## src/lcg_pkg.sv

```systemverilog
// Package for the label compaction core: payload word types and label constants.
// Depends on nothing; the core and its checker import it.
package lcg_pkg;

  localparam int LABEL_W     = 6;
  localparam int LABEL_SPACE = 64;
  localparam int TOTAL_W     = 7;

  typedef struct packed {
    logic [LABEL_W-1:0] node_label;
    logic               last_node;
  } item_t;

  typedef struct packed {
    logic [5:0]         node_index;
    logic [LABEL_W-1:0] new_community;
    logic               first_in_group;
    logic               end_of_run;
    logic [TOTAL_W-1:0] community_total;
    logic               label_error;
  } result_t;

endpackage

```

## src/label_compaction_group_by_label_core.sv

```systemverilog
// Label compaction core: loads node labels, renumbers used labels densely and
// emits the nodes grouped by new community. Depends on lcg_pkg.
//
// Usage: an input word is taken at a clock edge where start is high and busy
// is low. Each word carries one node label in node order; last_node closes the
// set, and the MAX_NODES-th node closes it as well. Loading a word reads the tail
// pointer of the label's node list as the word is taken, then links the node in.
// After the closing word the block stays busy and walks the used-label bits
// upward, one label per cycle, and follows each used label's linked list through
// the next-pointer memory, one node per cycle. The length of a run is bounded by
// the label scan and the single read port of the pointer memory.
// Results appear on result for one cycle each, marked by done; the receiver
// cannot stall them. end_of_run marks the final word of a run, after which the
// block is idle again with the used-label bits cleared. Reset (rst, synchronous)
// returns the block to idle with an empty set; no memory clearing is needed.
module label_compaction_group_by_label_core #(
  parameter int MAX_NODES = 64
) (
  input  logic            clk,
  input  logic            rst,
  input  logic            start,
  output logic            busy,
  input  lcg_pkg::item_t  item,
  output logic            done,
  output lcg_pkg::result_t result
);
  import lcg_pkg::*;

  localparam int IDXW = (MAX_NODES > 1) ? $clog2(MAX_NODES) : 1;

  typedef enum logic [2:0] {
    S_IDLE,
    S_LOAD,
    S_FIND,
    S_EMIT
  } state_t;

  state_t state;

  // Per-label node lists: head and tail pointers, and a next pointer per node.
  logic [IDXW-1:0] head_mem [LABEL_SPACE];
  logic [IDXW-1:0] tail_mem [LABEL_SPACE];
  logic [IDXW-1:0] next_mem [MAX_NODES];
  logic [LABEL_SPACE-1:0] label_used;

  logic [IDXW-1:0]    head_q, tail_q, next_q;
  logic [LABEL_W-1:0] lab_q;
  logic               last_q;
  logic [IDXW-1:0]    count;
  logic [LABEL_W-1:0] max_label;
  logic [TOTAL_W-1:0] total;
  logic               error_seen;
  logic [LABEL_W-1:0] lbl;
  logic [LABEL_W-1:0] comm;
  logic [IDXW-1:0]    emitted;
  logic               first;

  logic [IDXW-1:0]    cur;
  logic [LABEL_W-1:0] tail_addr;
  logic [LABEL_W-1:0] max_next;
  logic               load_write;

  assign busy       = (state != S_IDLE);
  assign cur        = first ? head_q : next_q;
  assign tail_addr  = (state == S_IDLE) ? item.node_label : lbl;
  assign max_next   = (lab_q > max_label) ? lab_q : max_label;
  assign load_write = (state == S_LOAD);

  always_ff @(posedge clk) begin
    tail_q <= tail_mem[tail_addr];
    head_q <= head_mem[lbl];
    next_q <= next_mem[cur];
    if (load_write) begin
      tail_mem[lab_q] <= count;
      if (label_used[lab_q]) begin
        next_mem[tail_q] <= count;
      end else begin
        head_mem[lab_q] <= count;
      end
    end
  end

  always_ff @(posedge clk) begin
    if (rst) begin
      state      <= S_IDLE;
      label_used <= '0;
      count      <= '0;
      max_label  <= '0;
      total      <= '0;
      error_seen <= 1'b0;
      lbl        <= '0;
      comm       <= '0;
      emitted    <= '0;
      first      <= 1'b0;
      done       <= 1'b0;
    end else begin
      done <= (state == S_EMIT);
      unique case (state)
        S_IDLE: begin
          if (start) begin
            lab_q  <= item.node_label;
            last_q <= item.last_node;
            state  <= S_LOAD;
          end
        end
        S_LOAD: begin
          label_used[lab_q] <= 1'b1;
          if (!label_used[lab_q]) begin
            total <= total + TOTAL_W'(1);
          end
          max_label <= max_next;
          if (last_q || count == IDXW'(MAX_NODES - 1)) begin
            // The set holds count+1 nodes; a label above count is out of range.
            error_seen <= (max_next > LABEL_W'(count));
            lbl        <= '0;
            comm       <= '0;
            emitted    <= '0;
            state      <= S_FIND;
          end else begin
            count <= count + IDXW'(1);
            state <= S_IDLE;
          end
        end
        S_FIND: begin
          if (label_used[lbl]) begin
            first <= 1'b1;
            state <= S_EMIT;
          end else begin
            lbl <= lbl + LABEL_W'(1);
          end
        end
        S_EMIT: begin
          result.node_index      <= 6'(cur);
          result.new_community   <= comm;
          result.first_in_group  <= first;
          result.end_of_run      <= (emitted == count);
          result.community_total <= total;
          result.label_error     <= error_seen;
          first                  <= 1'b0;
          emitted                <= emitted + IDXW'(1);
          if (emitted == count) begin
            label_used <= '0;
            count      <= '0;
            max_label  <= '0;
            total      <= '0;
            error_seen <= 1'b0;
            state      <= S_IDLE;
          end else if (cur == tail_q) begin
            lbl   <= lbl + LABEL_W'(1);
            comm  <= comm + LABEL_W'(1);
            state <= S_FIND;
          end
        end
        default: state <= S_IDLE;
      endcase
    end
  end

endmodule

```

## config.mk

```make
export PLATFORM = sky130hd
export DESIGN_NAME = label_compaction_group_by_label_core
export DESIGN_NICKNAME = d
export VERILOG_FILES = /design/src/lcg_pkg.sv /design/src/label_compaction_group_by_label_core.sv
export SDC_FILE = /design/constraint.sdc
export NUM_CORES = 2
export LEC_CHECK = 0
export BUFFER_PORTS_ARGS = -buffer_cell sky130_fd_sc_hd__buf_4
export CORE_ASPECT_RATIO = 1.25
export CORE_MARGIN = 10
export CORE_UTILIZATION = 43
export DETAILED_ROUTE_END_ITERATION = 10
export PLACE_DENSITY = 0.64
export SLEW_MARGIN = 0
export SYNTH_ARGS = -nofsm -noshare
export SYNTH_HDL_FRONTEND = slang
export SYNTH_SLANG_ARGS = --single-unit
```

## constraint.sdc

```tcl
create_clock -name clk -period 7.25 [get_ports clk]
set_input_delay 0.725 -clock clk [delete_from_list [all_inputs] [get_ports clk]]
set_output_delay 0.725 -clock clk [all_outputs]
set_load 0.02 [all_outputs]
```

==> flow_metrics.py <==
metrics = {
    "place": {
        "place_hpwl_mm": 80.2,
        "gp_congestion": 0.860,
        "port_buffers": 33,
        "dpl_cell_area_sq_um": 54500,
    },
    "synth": {
        "syn_avg_cell_area_sq_um": 14.9,
        "synth_area_leaders": "edfxtp_1 (67%), mux4_2 (8.6%), dfxtp_1 (4.7%)",
        "synthesis.area_sq_um": 52700,
        "yosysTopAreaCell": "edfxtp_1",
        "synth_commonest_cells": "edfxtp_1 (1181), nand2_1 (599), nor2_1 (315)",
        "syn-num-nets": 3571,
        "ys_seq_area_share_pct": 72.0,
        "synthFlopType": "edfxtp_1",
        "ys_warn_count": 0,
        "ys_seq_elements": 1305,
        "synth_edf_count": 1181,
        "synth_cell_types": 70,
        "postSynth.asyncResetShare_pct": 0,
        "syn_inst": 3544,
        "synth_most_common_cell": "edfxtp_1",
        "yosysTopAreaCellShare_pct": 67.3,
    },
    "timing": {
        "fin_crit_sh_pct": 74.5,
        "worst_slew_pin_slew_ns": 1.22,
        "final.min_clock_period_ns": 5.40,
        "finClkSkew_ns": 0.0353,
        "max_freq_mhz": 185,
        "relSlewSlack_pct": 18.1,
        "setup_viol": 0,
        "hold_viol_final": 0,
        "setup-tns-final_ns": 0,
        "slew_violations": 0,
        "grt_setup_unrepaired": "false",
    },
    "setup_path": {
        "rr_worst_depth": 7,
        "start_kind": "flop",
        "r2r-end": "head_mem[28][0]$_DFFE_PP_",
        "timing.rr.start": "lab_q[0]$_DFFE_PP_",
        "worstPathArrival_ns": 5.77,
        "required_ns": 7.62,
        "r2r_setup_slack_ns": 1.85,
        "critPathKind": "flop to flop",
        "crit_path_end": "head_mem[28][0]$_DFFE_PP_",
        "cp_max_fo": 34,
        "startpoint": "lab_q[0]$_DFFE_PP_",
        "endpoint_kind": "flop",
    },
    "detailed_routing": {
        "vias_per_cell": 5.77,
        "avgRoutedWirePerCell_um": 25.1,
        "final_antenna_net_count": 0,
        "vias": 30100,
        "drtIter0Drc": 3210,
        "drc_errors": 0,
        "routed_wl_mm": 131,
        "first_pass_iters": 5,
    },
    "clock_tree": {
        "worstSkewPairLatency_ns": 0.76,
        "cts_max_level": 4,
        "cts.clk_slew.worst_paths_ns": 0.06,
        "post_cts_resized": 0,
        "cts_tree": "built",
        "cts_made_buffers": 131,
        "post-cts-setup-buffer-count": 0,
        "cts_root_buffer": "clkbuf_16",
        "ctsLongestPathBuffers": 3,
        "cts_sinks": 1305,
        "cts_hold_buf": 0,
    },
    "min_path": {
        "hp-start": "item[0]",
        "hp-class": "input pin to flop",
    },
    "power_and_ir_drop": {
        "internal_power_mw": 12.7,
        "power.density_nw_per_um2": 299,
        "peakVddDrop_mv": 0.320,
        "switchingPower_mw": 4.78,
        "power_frac_comb_pct": 15.6,
        "power_frac_seq_pct": 47.0,
        "pwr-share-clk_pct": 37.4,
        "p_leak_nw": 18.2,
        "p_sw_share_pct": 27.3,
    },
    "run_status": {
        "status": "complete, no violations",
    },
    "global_route": {
        "grt_pass1_wl_mm": 196,
        "grt_usage_pct": 18.8,
        "overflow": 0,
        "grt_max_degree": 194,
        "antenna_found_initial": 2,
        "grt_pass1_vias": 30300,
    },
    "floorplanning": {
        "die_h_um": 411,
        "dieArea_sq_um": 137000,
        "fp-row-count": 143,
        "die_x_um": 333,
        "core_area_sq_um": 122000,
        "ioPinCount": 34,
        "start_util_pct": 43.3,
    },
    "cells_and_area": {
        "design_area_sq_um": 58700,
        "area.growth.synth_to_final_pct": 11.3,
        "layout-drive-gt1-share_pct": 14.2,
        "antennaDiodeCount": 0,
        "nets": 3548,
    },
    "job": {
        "maxCapViolations": 0,
    },
}
## area by class of cell
type / instances / area (sq um)
tap: 1595 / 2000
inverter: 27 / 106
timing repair buffer: 84 / 681
fill: 10300 / 63000
clock inverter: 67 / 603
sequential: 1305 / 38000
multi-input combinational: 1972 / 13800
clock buffer: 164 / 3520
## critical path: stages (launching register included)
cell and delay [ns]:
edfxtp_1 0.99, nor2b_1 0.31, a221oi_1 0.39, o22ai_1 0.14, a221o_1 0.41, nor3_2 0.99
nand4_1 1.02, nor2_1 0.76
## stage by stage
stage	hold WS (ns)	worst slack, ns	cells	util (%)	total power, mW
final	0.164	1.85	5214	48.2	17.5
after floorplan	0.402	2.46	3544	-	10.2
after global routing	0.138	1.65	5214	48.2	18.2
after CTS	0.121	2.07	5214	48.2	17.6
after detailed placement	0.445	2.10	4983	44.8	11.1
after global placement	0.442	2.19	4983	44.8	11.1
## cells in the final DEF, fill, tap and decap left out, types with 8 or more instances in the layout
cell / count
ha_1: 17
nand2b_1: 8
dfxtp_1: 114
a31oi_1: 25
nor3_1: 9
mux4_2: 201
or3_1: 9
xnor2_1: 14
dfxtp_4: 9
and2_1: 17
nand2_1: 599
o21ai_0: 29
a311oi_1: 85
and3_1: 51
a311o_1: 12
inv_1: 24
bufinv_16: 8
buf_4: 80
nand3b_1: 11
clkbuf_1: 25
clkinv_1: 24
edfxtp_1: 1181
nor2b_1: 8
nand4_1: 8
clkbuf_16: 134
a211oi_1: 23
nand3_1: 269
a21oi_1: 108
nor2_1: 312
xor2_1: 11
mux2i_1: 35
clkinv_2: 20
a221oi_1: 8
mux2i_4: 8
## logic make-up (layout without fill, tap and decap cells)
logic type	after synthesis	after routing	share of synthesized area, %
simple gates	1341	1341	11.0
flops	1305	1305	72.0
compound gates	337	337	4.44
buf+inv	267	342	2.10
mux	252	252	9.58
xor+xnor	25	25	0.416
fa+ha+maj	17	17	0.404
## state kept, by name (all words and copies together) (netlist names), 2 cells and up
signal and cells:
result 22, next_q 6, label_used 64, total 7
tail_mem 384, tail_q 6, head_q 6, head_mem 384
count 6, max_label 6, comm 6, next_mem 384
lbl 6, state 2, emitted 6, lab_q 6
## how the worst min path moves through the flow
stage	end	slack [ns]	depth (start not counted)
floorplan	result[0]$_DFFE_PP_	0.40	0
global placement	result[15]$_DFFE_PP_	0.44	0
detailed placement	result[15]$_DFFE_PP_	0.45	0
CTS	last_q$_DFFE_PP_	0.12	1
global route	last_q$_DFFE_PP_	0.14	1
finish	last_q$_DFFE_PP_	0.16	1
## power groups by stage
stage / logic, mW / clock network, mW / registers [mW]
final: 2.74 / 6.55 / 8.23
after CTS: 2.75 / 6.66 / 8.23
after floorplan: 1.87 / 0 / 8.35
after global placement: 2.71 / 0 / 8.39
after detailed placement: 2.74 / 0 / 8.39
after global routing: 2.99 / 6.95 / 8.23
## metal layers
metal	global-route usage (%)	part of all wire [%]
met1	23.2	39
met2	33.2	52
met3	3.13	6.0
met4	6.79	3.2
met5	0	0
Note: power is estimated with default switching activity, not from simulation.
